`src/rtl/assert_macros.svh`:
```
// concurrent assertion helpers, clocked on clock and held off during reset
`ifndef ASSERT_MACROS_SVH
`define ASSERT_MACROS_SVH

`ifndef NO_ASSERTIONS
`define ASSERT_PROP(label, prop, msg) \
   label: assert property (@(posedge clock) disable iff (reset) (prop)) else $error(msg);
`define ASSERT_NEVER(label, cond, msg) \
   label: assert property (@(posedge clock) disable iff (reset) !(cond)) else $error(msg);
`else
`define ASSERT_PROP(label, prop, msg)
`define ASSERT_NEVER(label, cond, msg)
`endif

`endif

```
`src/rtl/b64d_pkg.sv`:
```
package b64d_pkg;

   localparam int SYM_W = 8;
   localparam int SEXTET_W = 6;
   localparam int BYTE_W = 8;
   localparam int GROUP_N = 3;

   localparam logic [SYM_W-1:0] PAD_SYMBOL = 8'h3d;

   typedef enum logic [1:0] {
      CAUSE_END     = 2'd0,
      CAUSE_PAD     = 2'd1,
      CAUSE_INVALID = 2'd2
   } cause_type;

   typedef struct packed {
      logic [SYM_W-1:0] symbol;
      logic             end_of_text;
   } req_payload_type;

   typedef struct packed {
      logic [BYTE_W-1:0] data_byte;
      logic              byte_present;
      logic              final_result;
      logic [1:0]        stop_cause;
   } rsp_payload_type;

   // up to three words produced by one accepted character
   typedef struct packed {
      logic [GROUP_N-1:0][BYTE_W-1:0] bytes;
      logic [1:0]                     last_idx;
      logic                           present;
      logic                           fin;
      cause_type                      cause;
   } group_type;

   // bit 6 set: not in the alphabet
   function automatic logic [SEXTET_W:0] map_symbol(logic [SYM_W-1:0] c);
      logic [SEXTET_W:0] v;
      v = 7'h40;
      if (c >= 8'h41 && c <= 8'h5a) begin
         v = {1'b0, 6'(c - 8'h41)};
      end else if (c >= 8'h61 && c <= 8'h7a) begin
         v = {1'b0, 6'(c - 8'h61 + 8'd26)};
      end else if (c >= 8'h30 && c <= 8'h39) begin
         v = {1'b0, 6'(c - 8'h30 + 8'd52)};
      end else if (c == 8'h2b) begin
         v = 7'd62;
      end else if (c == 8'h2f) begin
         v = 7'd63;
      end
      return v;
   endfunction

   function automatic logic is_space(logic [SYM_W-1:0] c);
      return (c >= 8'd9 && c <= 8'd13) || c == 8'd32;
   endfunction

   function automatic logic [BYTE_W-1:0] join0(logic [5:0] s0, logic [5:0] s1);
      return {s0, s1[5:4]};
   endfunction

   function automatic logic [BYTE_W-1:0] join1(logic [5:0] s1, logic [5:0] s2);
      return {s1[3:0], s2[5:2]};
   endfunction

   function automatic logic [BYTE_W-1:0] join2(logic [5:0] s2, logic [5:0] s3);
      return {s2[1:0], s3};
   endfunction

endpackage

```
`src/rtl/b64d_stream_if.sv`:
```
interface b64d_stream_if #(
   parameter type payload_type = logic
);
   logic        valid;
   logic        ready;
   payload_type payload;

   modport source (output valid, output payload, input ready);
   modport sink (input valid, input payload, output ready);
endinterface

```
`src/rtl/b64d_input_stage.sv`:
```
module b64d_input_stage (
   input  logic                      clock,
   input  logic                      reset,
   input  logic                      req_valid,
   input  b64d_pkg::req_payload_type req_item,
   output logic                      req_ready,
   input  logic                      take,
   output logic                      item_valid,
   output b64d_pkg::req_payload_type item
);

   logic                      valid_ff;
   b64d_pkg::req_payload_type item_ff;

   assign req_ready = !valid_ff || take;
   assign item_valid = valid_ff;
   assign item = item_ff;

   always_ff @(posedge clock) begin
      if (reset) begin
         valid_ff <= 1'b0;
      end else if (req_valid && req_ready) begin
         valid_ff <= 1'b1;
      end else if (take) begin
         valid_ff <= 1'b0;
      end
   end

   always_ff @(posedge clock) begin
      if (req_valid && req_ready) begin
         item_ff <= req_item;
      end
   end

endmodule

```
`src/rtl/b64d_decode.sv`:
```
module b64d_decode (
   input  logic                      clock,
   input  logic                      reset,
   input  logic                      item_valid,
   input  b64d_pkg::req_payload_type item,
   input  logic                      grp_ready,
   output logic                      take,
   output logic                      grp_push,
   output b64d_pkg::group_type       grp_data
);

   logic [b64d_pkg::GROUP_N-1:0][b64d_pkg::SEXTET_W-1:0] sextet_ff, sextet_in;
   logic [1:0]          held_ff, held_in;
   logic                halted_ff, halted_in;
   b64d_pkg::cause_type cause_ff, cause_in;

   logic [b64d_pkg::SEXTET_W:0] mapped;
   logic                        emits;

   always_comb begin
      mapped = b64d_pkg::map_symbol(item.symbol);
      sextet_in = sextet_ff;
      held_in = held_ff;
      halted_in = halted_ff;
      cause_in = cause_ff;
      emits = 1'b0;
      grp_data = '0;
      grp_data.cause = b64d_pkg::CAUSE_END;

      if (item.end_of_text) begin
         emits = 1'b1;
         grp_data.fin = 1'b1;
         grp_data.cause = halted_ff ? cause_ff : b64d_pkg::CAUSE_END;
         unique case (held_ff)
            2'd2: begin
               grp_data.bytes[0] = b64d_pkg::join0(sextet_ff[0], sextet_ff[1]);
               grp_data.present = 1'b1;
            end
            2'd3: begin
               grp_data.bytes[0] = b64d_pkg::join0(sextet_ff[0], sextet_ff[1]);
               grp_data.bytes[1] = b64d_pkg::join1(sextet_ff[1], sextet_ff[2]);
               grp_data.last_idx = 2'd1;
               grp_data.present = 1'b1;
            end
            default: begin
               grp_data.present = 1'b0;
            end
         endcase
         held_in = 2'd0;
         halted_in = 1'b0;
         cause_in = b64d_pkg::CAUSE_END;
      end else if (!halted_ff && !b64d_pkg::is_space(item.symbol)) begin
         priority if (item.symbol == b64d_pkg::PAD_SYMBOL) begin
            halted_in = 1'b1;
            cause_in = b64d_pkg::CAUSE_PAD;
         end else if (mapped[b64d_pkg::SEXTET_W]) begin
            halted_in = 1'b1;
            cause_in = b64d_pkg::CAUSE_INVALID;
         end else if (held_ff != 2'd3) begin
            sextet_in[held_ff] = mapped[b64d_pkg::SEXTET_W-1:0];
            held_in = held_ff + 2'd1;
         end else begin
            // fourth sextet completes the group
            emits = 1'b1;
            grp_data.bytes[0] = b64d_pkg::join0(sextet_ff[0], sextet_ff[1]);
            grp_data.bytes[1] = b64d_pkg::join1(sextet_ff[1], sextet_ff[2]);
            grp_data.bytes[2] = b64d_pkg::join2(sextet_ff[2],
                                                mapped[b64d_pkg::SEXTET_W-1:0]);
            grp_data.last_idx = 2'd2;
            grp_data.present = 1'b1;
            held_in = 2'd0;
         end
      end

      take = item_valid && (grp_ready || !emits);
      grp_push = take && emits;
   end

   always_ff @(posedge clock) begin
      if (reset) begin
         held_ff <= 2'd0;
         halted_ff <= 1'b0;
         cause_ff <= b64d_pkg::CAUSE_END;
      end else if (take) begin
         held_ff <= held_in;
         halted_ff <= halted_in;
         cause_ff <= cause_in;
      end
   end

   always_ff @(posedge clock) begin
      if (take) begin
         sextet_ff <= sextet_in;
      end
   end

endmodule

```
`src/rtl/b64d_serializer.sv`:
```
module b64d_serializer (
   input  logic                      clock,
   input  logic                      reset,
   input  logic                      grp_push,
   input  b64d_pkg::group_type       grp_data,
   output logic                      grp_ready,
   output logic                      rsp_valid,
   input  logic                      rsp_ready,
   output b64d_pkg::rsp_payload_type rsp_item
);

   b64d_pkg::group_type grp_ff;
   logic                grp_valid_ff;
   logic [1:0]          idx_ff;
   logic                is_last;
   logic                fire;

   assign is_last = idx_ff == grp_ff.last_idx;
   assign fire = grp_valid_ff && rsp_ready;
   assign grp_ready = !grp_valid_ff || (fire && is_last);
   assign rsp_valid = grp_valid_ff;

   always_comb begin
      rsp_item.byte_present = grp_ff.present;
      rsp_item.data_byte = grp_ff.present ? grp_ff.bytes[idx_ff] : '0;
      rsp_item.final_result = grp_ff.fin && is_last;
      rsp_item.stop_cause = (grp_ff.fin && is_last) ? grp_ff.cause
                                                    : b64d_pkg::CAUSE_END;
   end

   always_ff @(posedge clock) begin
      if (reset) begin
         grp_valid_ff <= 1'b0;
         idx_ff <= 2'd0;
      end else if (grp_push) begin
         grp_valid_ff <= 1'b1;
         idx_ff <= 2'd0;
      end else if (fire) begin
         if (is_last) begin
            grp_valid_ff <= 1'b0;
            idx_ff <= 2'd0;
         end else begin
            idx_ff <= idx_ff + 2'd1;
         end
      end
   end

   always_ff @(posedge clock) begin
      if (grp_push) begin
         grp_ff <= grp_data;
      end
   end

endmodule

```
`src/rtl/base64_stream_decoder_core.sv`:
```
// base64 decoder, one character word in per req handshake, one byte word out per rsp
// handshake. req carries symbol and end_of_text; rsp carries data_byte, byte_present,
// final_result and stop_cause.
// whitespace is dropped, the first pad or non-alphabet character halts decoding until
// end_of_text; every fourth alphabet character gives three bytes, and end_of_text
// flushes a partial group and closes with a final word carrying the stop cause.
// a character waits in the input register; one that yields words is decoded
// combinationally into the group register, whose first byte then drives rsp.
// throughput: one character per cycle while the group register is free or the
// character yields no word. a full group or an end marker holds the group register
// until each word it yields (three, two or one) has left the single output register;
// characters that yield nothing keep flowing meanwhile. when rsp stalls, the
// group register holds; req backs up only when the next character itself needs it.
// reset (synchronous) empties both registers and clears the collected group and
// halt state; no clearing pass is needed.
`include "assert_macros.svh"

module base64_stream_decoder_core (
   input logic           clock,
   input logic           reset,
   b64d_stream_if.sink   req,
   b64d_stream_if.source rsp
);

   logic                      item_valid;
   b64d_pkg::req_payload_type item;
   logic                      take;
   logic                      grp_push;
   logic                      grp_ready;
   b64d_pkg::group_type       grp_data;
   b64d_pkg::rsp_payload_type rsp_item;

   b64d_input_stage u_input (
      .clock      (clock),
      .reset      (reset),
      .req_valid  (req.valid),
      .req_item   (req.payload),
      .req_ready  (req.ready),
      .take       (take),
      .item_valid (item_valid),
      .item       (item)
   );

   b64d_decode u_decode (
      .clock      (clock),
      .reset      (reset),
      .item_valid (item_valid),
      .item       (item),
      .grp_ready  (grp_ready),
      .take       (take),
      .grp_push   (grp_push),
      .grp_data   (grp_data)
   );

   b64d_serializer u_serial (
      .clock     (clock),
      .reset     (reset),
      .grp_push  (grp_push),
      .grp_data  (grp_data),
      .grp_ready (grp_ready),
      .rsp_valid (rsp.valid),
      .rsp_ready (rsp.ready),
      .rsp_item  (rsp_item)
   );

   assign rsp.payload = rsp_item;

   `ASSERT_NEVER(a_no_overwrite, grp_push && !grp_ready, "group pushed over pending words")
   `ASSERT_PROP(a_take_needs_item, take |-> item_valid, "character decoded without one held")
   `ASSERT_PROP(a_empty_only_final, rsp.valid && !rsp_item.byte_present |-> rsp_item.final_result, "word without byte that is not final")
   `ASSERT_PROP(a_cause_on_final, rsp.valid && !rsp_item.final_result |-> rsp_item.stop_cause == b64d_pkg::CAUSE_END, "stop cause on a non-final word")

endmodule
```
`src/flat_wrapper.sv`:
```
// flat-port wrapper written by rule: the top's interface ports become plain ports
module base64_stream_decoder_core_flat 
  (clock, reset, req_valid, req_payload, req_ready, rsp_valid, rsp_payload, rsp_ready);
  b64d_stream_if req_i ();
  b64d_stream_if rsp_i ();
  input logic clock;
  input logic reset;
  input wire logic [$bits(req_i.valid)-1:0] req_valid;
  input wire logic [$bits(req_i.payload)-1:0] req_payload;
  output wire logic [$bits(req_i.ready)-1:0] req_ready;
  output wire logic [$bits(rsp_i.valid)-1:0] rsp_valid;
  output wire logic [$bits(rsp_i.payload)-1:0] rsp_payload;
  input wire logic [$bits(rsp_i.ready)-1:0] rsp_ready;
  assign req_i.valid = req_valid;
  assign req_i.payload = req_payload;
  assign req_ready = req_i.ready;
  assign rsp_valid = rsp_i.valid;
  assign rsp_payload = rsp_i.payload;
  assign rsp_i.ready = rsp_ready;
  base64_stream_decoder_core u_core (.clock(clock), .reset(reset), .req(req_i), .rsp(rsp_i));
endmodule
```
`config.mk`:
```
export PLATFORM = sky130hd
export DESIGN_NAME = base64_stream_decoder_core_flat
export DESIGN_NICKNAME = d
export VERILOG_FILES = /design/src/rtl/b64d_pkg.sv /design/src/rtl/b64d_stream_if.sv /design/src/rtl/b64d_input_stage.sv /design/src/rtl/b64d_decode.sv /design/src/rtl/b64d_serializer.sv /design/src/rtl/base64_stream_decoder_core.sv /design/src/flat_wrapper.sv
export VERILOG_INCLUDE_DIRS = /design/src /design/src/rtl
export SDC_FILE = /design/constraint.sdc
export NUM_CORES = 1
export LEC_CHECK = 0
export BUFFER_PORTS_ARGS = -buffer_cell sky130_fd_sc_hd__buf_2
export CAP_MARGIN = 30
export CORE_AREA = 2 2 39 41
export DETAILED_ROUTE_END_ITERATION = 8
export DIE_AREA = 0 0 41 43
export HOLD_SLACK_MARGIN = 0.02
export PLACE_DENSITY = 0.43
export SLEW_MARGIN = 25
export SYNTH_ARGS = -nofsm -noshare
export SYNTH_HDL_FRONTEND = slang
export SYNTH_SLANG_ARGS = --single-unit
```
`constraint.sdc`:
```
create_clock -name clock -period 1.6 [get_ports clock]
set_clock_uncertainty 0.2 [all_clocks]
set_input_delay 0 -clock clock [delete_from_list [all_inputs] [get_ports clock]]
set_output_delay 0 -clock clock [all_outputs]
set_load 0.01 [all_outputs]
```
## Word-level counts from Yosys, hierarchy flattened

Index checks and enable logic that the tools add are counted.

| word-level totals | value |
|---|---|
| flip-flop bits (word level) | 14 |
| output and inout port bits | 3 |

| cells by class | value |
|---|---|
| $add $sub $neg | 1 |
| equality and inequality tests | 2 |
| muxes and demuxes | 16 |
| reductions and logical operators | 22 |

Operators by type and width:

| cell | count |
|---|---|
| $mux 1 | 10 |
| $mux 2 | 5 |
| $reduce_bool 2->1 | 4 |
| $logic_and 1x1->1 | 6 |
| $reduce_and 2->1 | 3 |
| $logic_not 1->1 | 4 |
| $logic_or 1x1->1 | 3 |
| $mux 3 | 1 |
| $reduce_and 3->1 | 1 |
| $add 2x1->2 const B | 1 |
| $eq 2x2->1 | 1 |
| $eq 2x2->1 const B | 1 |
| $reduce_or 2->1 | 1 |

## Logic depth before layout (Yosys ltp)

| logic depth | value |
|---|---|
| depth after elaboration | 8 |
| gate-level depth with buffers | 4 |
| mapped depth without buffers | 4 |

## Modules after synthesis

A second synthesis with hierarchy kept.

| second synthesis, totals | value |
|---|---|
| cell total of the unflattened synthesis | 293 |
| area, all modules | 3,492.1 um^2 |

Modules (own cells, without submodules):

| module | instances | cells an instance | area each (um^2) | sequential area each (um^2) |
|---|---|---|---|---|
| b64d_decode | 1 | 187 | 1,788.0 | 640.6 |
| b64d_serializer | 1 | 91 | 1,375.1 | 960.9 |
| b64d_input_stage | 1 | 14 | 325.3 | 290.3 |
| base64_stream_decoder_core | 1 | 1 | 3.8 | 0.0 |

## Least setup slack after synthesis

No wires, ideal clock.

| path | value |
|---|---|
| path kind | flip-flop to flip-flop |
| from | register u_core.u_serial.idx_ff[0] |
| to | register u_core.u_input.item_ff, in the netlist u_core.u_input.item[0] (enable) |
| data arrival time | 916 ps |
| path slack | 242 ps |
| cell stages (with the launch flop) | 5 |
| buffers on the path | 0 |
| clock period less this slack | 1,358 ps |
| path through | dfxtp_1 > inv_1 > ha_1 > a21bo_4 > o21a_1 |

| on the way | value |
|---|---|
| longest elaborated chain between the ends | 7 |

Ends and longest elaborated chain:

| element | line | RTL |
|---|---|---|
| from (decl) | b64d_serializer.sv:14 | `logic [1:0] idx_ff;` |
| from (signal assigned) | b64d_serializer.sv:43 | `idx_ff <= idx_ff + 2'd1;` |
| $eq 2x2->1 | b64d_serializer.sv:18 | `assign is_last = idx_ff == grp_ff.last_idx;` |
| $logic_and 1x1->1 | b64d_serializer.sv:20 | `assign grp_ready = !grp_valid_ff \|\| (fire && is_last);` |
| $logic_or 1x1->1 | b64d_serializer.sv:20 |  |
| $logic_or 1x1->1 | b64d_decode.sv:75 | `take = item_valid && (grp_ready \|\| !emits);` |
| $logic_and 1x1->1 | b64d_decode.sv:75 |  |
| $logic_or 1x1->1 | b64d_input_stage.sv:15 | `assign req_ready = !valid_ff \|\| take;` |
| $logic_and 1x1->1 | b64d_input_stage.sv:30 | `if (req_valid && req_ready) begin` |
| to (signal assigned) | b64d_input_stage.sv:31 | `item_ff <= req_item;` |
| to (decl) | b64d_input_stage.sv:13 | `b64d_pkg::req_payload_type item_ff;` |

No other way between the ends.
A chain may end at the register's enable or synchronous reset.

## Worst setup path in the final report

| path | value |
|---|---|
| from | register u_core.u_serial.idx_ff[0] |
| to | output req_ready |

| on the way | value |
|---|---|
| longest elaborated chain between the ends | 6 |

Ends and longest elaborated chain:

| element | line | RTL |
|---|---|---|
| $eq 2x2->1 | b64d_serializer.sv:18 |  |
| $logic_and 1x1->1 | b64d_serializer.sv:20 |  |
| $logic_or 1x1->1 | b64d_serializer.sv:20 |  |
| $logic_or 1x1->1 | b64d_decode.sv:75 |  |
| $logic_and 1x1->1 | b64d_decode.sv:75 |  |
| $logic_or 1x1->1 | b64d_input_stage.sv:15 |  |
| to (decl) | flat_wrapper.sv:10 | `output wire logic [$bits(req_i.ready)-1:0] req_ready;` |

No other way between the ends.

==> load_flow_metrics.sql <==
INSERT INTO impl_metrics (metric_group, metric, value, unit) VALUES
('outcome', 'outcome', 'completed', ''),
('pwr', 'p_comb_share', '8.8', '%'),
('finish', 'num-nets-final', '48', ''),
('floorplan', 'initial_core_util', '18.8', '%'),
('sta', 'fin_crit', '1.53', 'ns'),
('sta', 'setup_violations', '0', ''),
('logic_synthesis', 'synth_top_cell_by_area', 'dfxtp_1', ''),
('clock_network', 'clock_latency_of_the_later_clocked_register_in_the_worst_skew_pair', '0.24', 'ns'),
('worst_setup_path', 'worstPathRequired', '1.40', 'ns'),
('worst_setup_path', 'critical_path_max_stage_delay', '0.32', 'ns'),
('grt', 'grt_antenna_before_repair', '0', ''),
('logic_synthesis', 'yosys_warnings', '0', ''),
('pwr', 'total_power', '0.000306', 'W'),
('finish', 'layout.core_utilization', '28.8', '%'),
('grt', 'grt_max_degree', '7', ''),
('drt', 'remaining_antenna_violation_count_after_routing', '0', ''),
('grt', 'grt-ovfl-total', '0', ''),
('worst_setup_path', 'worst_r2r_endpoint', 'u_core.u_input.item[0]', ''),
('pwr', 'power_density', '770', 'mW/mm^2'),
('min_path', 'min-delay-path-class', 'in2reg', ''),
('placed_design', 'numPortBuffers', '6', ''),
('pwr', 'p_leak', '0.156', 'nW'),
('worst_setup_path', 'path_class', 'reg2out', ''),
('floorplan', 'num_io_pins', '8', ''),
('worst_setup_path', 'r2r-start', 'u_core.u_serial.idx_ff[0]', ''),
('pwr', 'internal_power', '0.000243', 'W'),
('drt', 'drt_drc_violations_left', '0', ''),
('finish', 'commonest_non_fill_non_tap_cell_in_the_layout', 'buf_2', ''),
('pwr', 'vdd_ir_drop_max', '0.332', 'mV'),
('sta', 'totalNegativeSetupSlack', '0', 'ns'),
('worst_setup_path', 'crit_path_max_fanout', '2', ''),
('finish', 'synthToLayoutAreaGrowth', '52.9', '%'),
('logic_synthesis', 'ys_async_sr_fraction', '0', '%'),
('floorplan', 'die_x', '41', 'um'),
('logic_synthesis', 'dominant_cells_by_area_after_synthesis', 'dfxtp_1, edfxtp_1, ha_1, a21bo_2, a221oi_1', ''),
('grt', 'number_of_global_route_vias_before_repair', '212', ''),
('drt', 'via_count', '225', ''),
('worst_setup_path', 'worst-r2r-setup-slack', '0.11', 'ns'),
('sta', 'timing.final.crit_share', '95.4', '%'),
('pwr', 'power.switching_fraction', '20.7', '%'),
('min_path', 'holdCritStartpoint', 'req_payload', ''),
('sta', 'unrepaired_setup_endpoints_after_global_routing', 'no', ''),
('pwr', 'switching_power', '0.0000633', 'W'),
('logic_synthesis', 'ys.flop_type', 'dfxtp_1', ''),
('grt', 'grt_usage', '7.63', '%'),
('drt', 'routedWlPerCell', '9.29', 'um'),
('sta', 'drv_slew', '0', ''),
('pwr', 'power.share.sequential', '44.3', '%'),
('finish', 'insertedDiodeCount', '0', ''),
('logic_synthesis', 'seq_area_frac_synth', '42.3', '%'),
('finish', 'final_layout_size_suffix_gt1_share', '45.0', '%'),
('logic_synthesis', 'synthesis.area_per_instance', '10.4', 'sq um'),
('clock_network', 'cts.reportedPaths.clkPinSlew', '0.04', 'ns'),
('placed_design', 'rd_place_congestion', '0.646', ''),
('logic_synthesis', 'synth.top_cell.area_share', '30.8', '%'),
('worst_setup_path', 'timing.critical_path.to_type', 'output port', ''),
('clock_network', 'cts-root-buf', 'clkbuf_4', ''),
('floorplan', 'fp.coreArea', '0.00138', 'sq mm'),
('finish', 'final_cell_mix', 'buf_2, dlygate4sd3_1, clkbuf_4', ''),
('min_path', 'min_to', 'u_core.u_input.item[0]', ''),
('clock_network', 'htree_num_levels', '1', ''),
('floorplan', 'die_span_in_y', '43', 'um'),
('clock_network', 'clock_sink_count', '5', ''),
('worst_setup_path', 'startpoint_type', 'flop', ''),
('pwr', 'clock_power_share', '46.9', '%'),
('drt', 'drt-total-wl', '520', 'um'),
('floorplan', 'die_area', '0.00176', 'sq mm'),
('worst_setup_path', 'timing.critical_path.arrival', '1.33', 'ns'),
('sta', 'max_freq', '655', 'MHz'),
('clock_network', 'tritoncts', 'yes', ''),
('worst_setup_path', 'critical-path-slowest-cell', 'dfxtp_2', '');
[stage by stage]
| stage | instance area, sq um | hold slack, ns | instances | worst slack (ns) |
|---|---|---|---|---|
| floorplan | 260 | -0.131 | 25 | 0.242 |
| global placement | 303 | -0.0194 | 46 | 0.210 |
| detailed placement | 303 | -0.0152 | 46 | 0.193 |
| CTS | 395 | 0.263 | 56 | 0.00722 |
| global route | 398 | 0.284 | 56 | 0.0325 |
| finish | 398 | 0.275 | 56 | 0.0730 |
[state kept, by name, indices dropped and copies added, names as in the netlist]
register	count
u_core.u_input.item_valid	1
u_core.u_serial.rsp_valid	1
u_core.u_input.item	1
u_core.u_serial.idx_ff	2
[cell usage after synthesis (2+ instances only)]
master and count:
dfxtp_1 4, a21bo_2 2, a221oi_1 2, ha_1 2, inv_1 2, nand3_1 2
[critical path, delay by kind of cell, from the launching register on]
family	cells	cell delay (ns)
compound gates	1	0.21
fa+ha+maj	1	0.17
buf+inv	2	0.17
flops	1	0.32
simple gates	1	0.22
[final cells by class]
| cell class | count | area (sq um) |
|---|---|---|
| sequential | 5 | 113 |
| fill | 155 | 986 |
| inverter | 2 | 7.51 |
| timing repair buffer | 12 | 91.3 |
| tap | 16 | 20.0 |
| multi-input combinational | 17 | 140 |
| clock buffer | 4 | 26.3 |
[worst max path at each step]
stage / depth (start not counted) / from / to
detailed placement: 4 / u_core.u_serial.idx_ff[1] / u_core.u_input.item[0]
global placement: 5 / u_core.u_serial.idx_ff[0] / req_ready
global route: 5 / u_core.u_serial.idx_ff[0] / req_ready
floorplan: 4 / u_core.u_serial.idx_ff[0] / u_core.u_input.item[0]
finish: 5 / u_core.u_serial.idx_ff[0] / req_ready
CTS: 5 / u_core.u_serial.idx_ff[0] / req_ready
[cell families after synthesis]
family                     count (synthesis)  synth area share (%)
AOI/OAI and AO/OA                          8                  28.4
adders and majority gates                  2                  9.61
buffers and inverters                      3                  5.77
DFF                                        5                  42.3
other                                      1                  1.44
and+or+nand+nor                            6                  12.5
[power by group through the flow]
stage | clock, W | sequential, W | combinational [W]
after floorplan | 0 | 0.000138 | 0.0000100
after global placement | 0 | 0.000138 | 0.0000185
after detailed placement | 0 | 0.000138 | 0.0000184
after CTS | 0.000153 | 0.000136 | 0.0000269
after global routing | 0.000156 | 0.000136 | 0.0000298
final | 0.000144 | 0.000136 | 0.0000271
[per-layer routing]
layer	up-vias	track usage, %	routed length [um]
li1	117	-	-
met1	95	9.32	238
met2	9	9.06	224
met3	4	1.57	27
met4	0	10.0	30
met5	-	0	0
[repair_timing]
| action | 4_1_cts | 5_1_grt |
|---|---|---|
| endpoints found under the setup margin | 1 | 1 |
| resized for setup | 4 | 1 |
| hold endpoints to repair | 6 | 0 |
| pin swaps | 2 | 0 |
| hold buffers | 4 | 0 |
| setup buffers | 2 | 0 |
No activity file was read; power rests on OpenSTA's default activity.
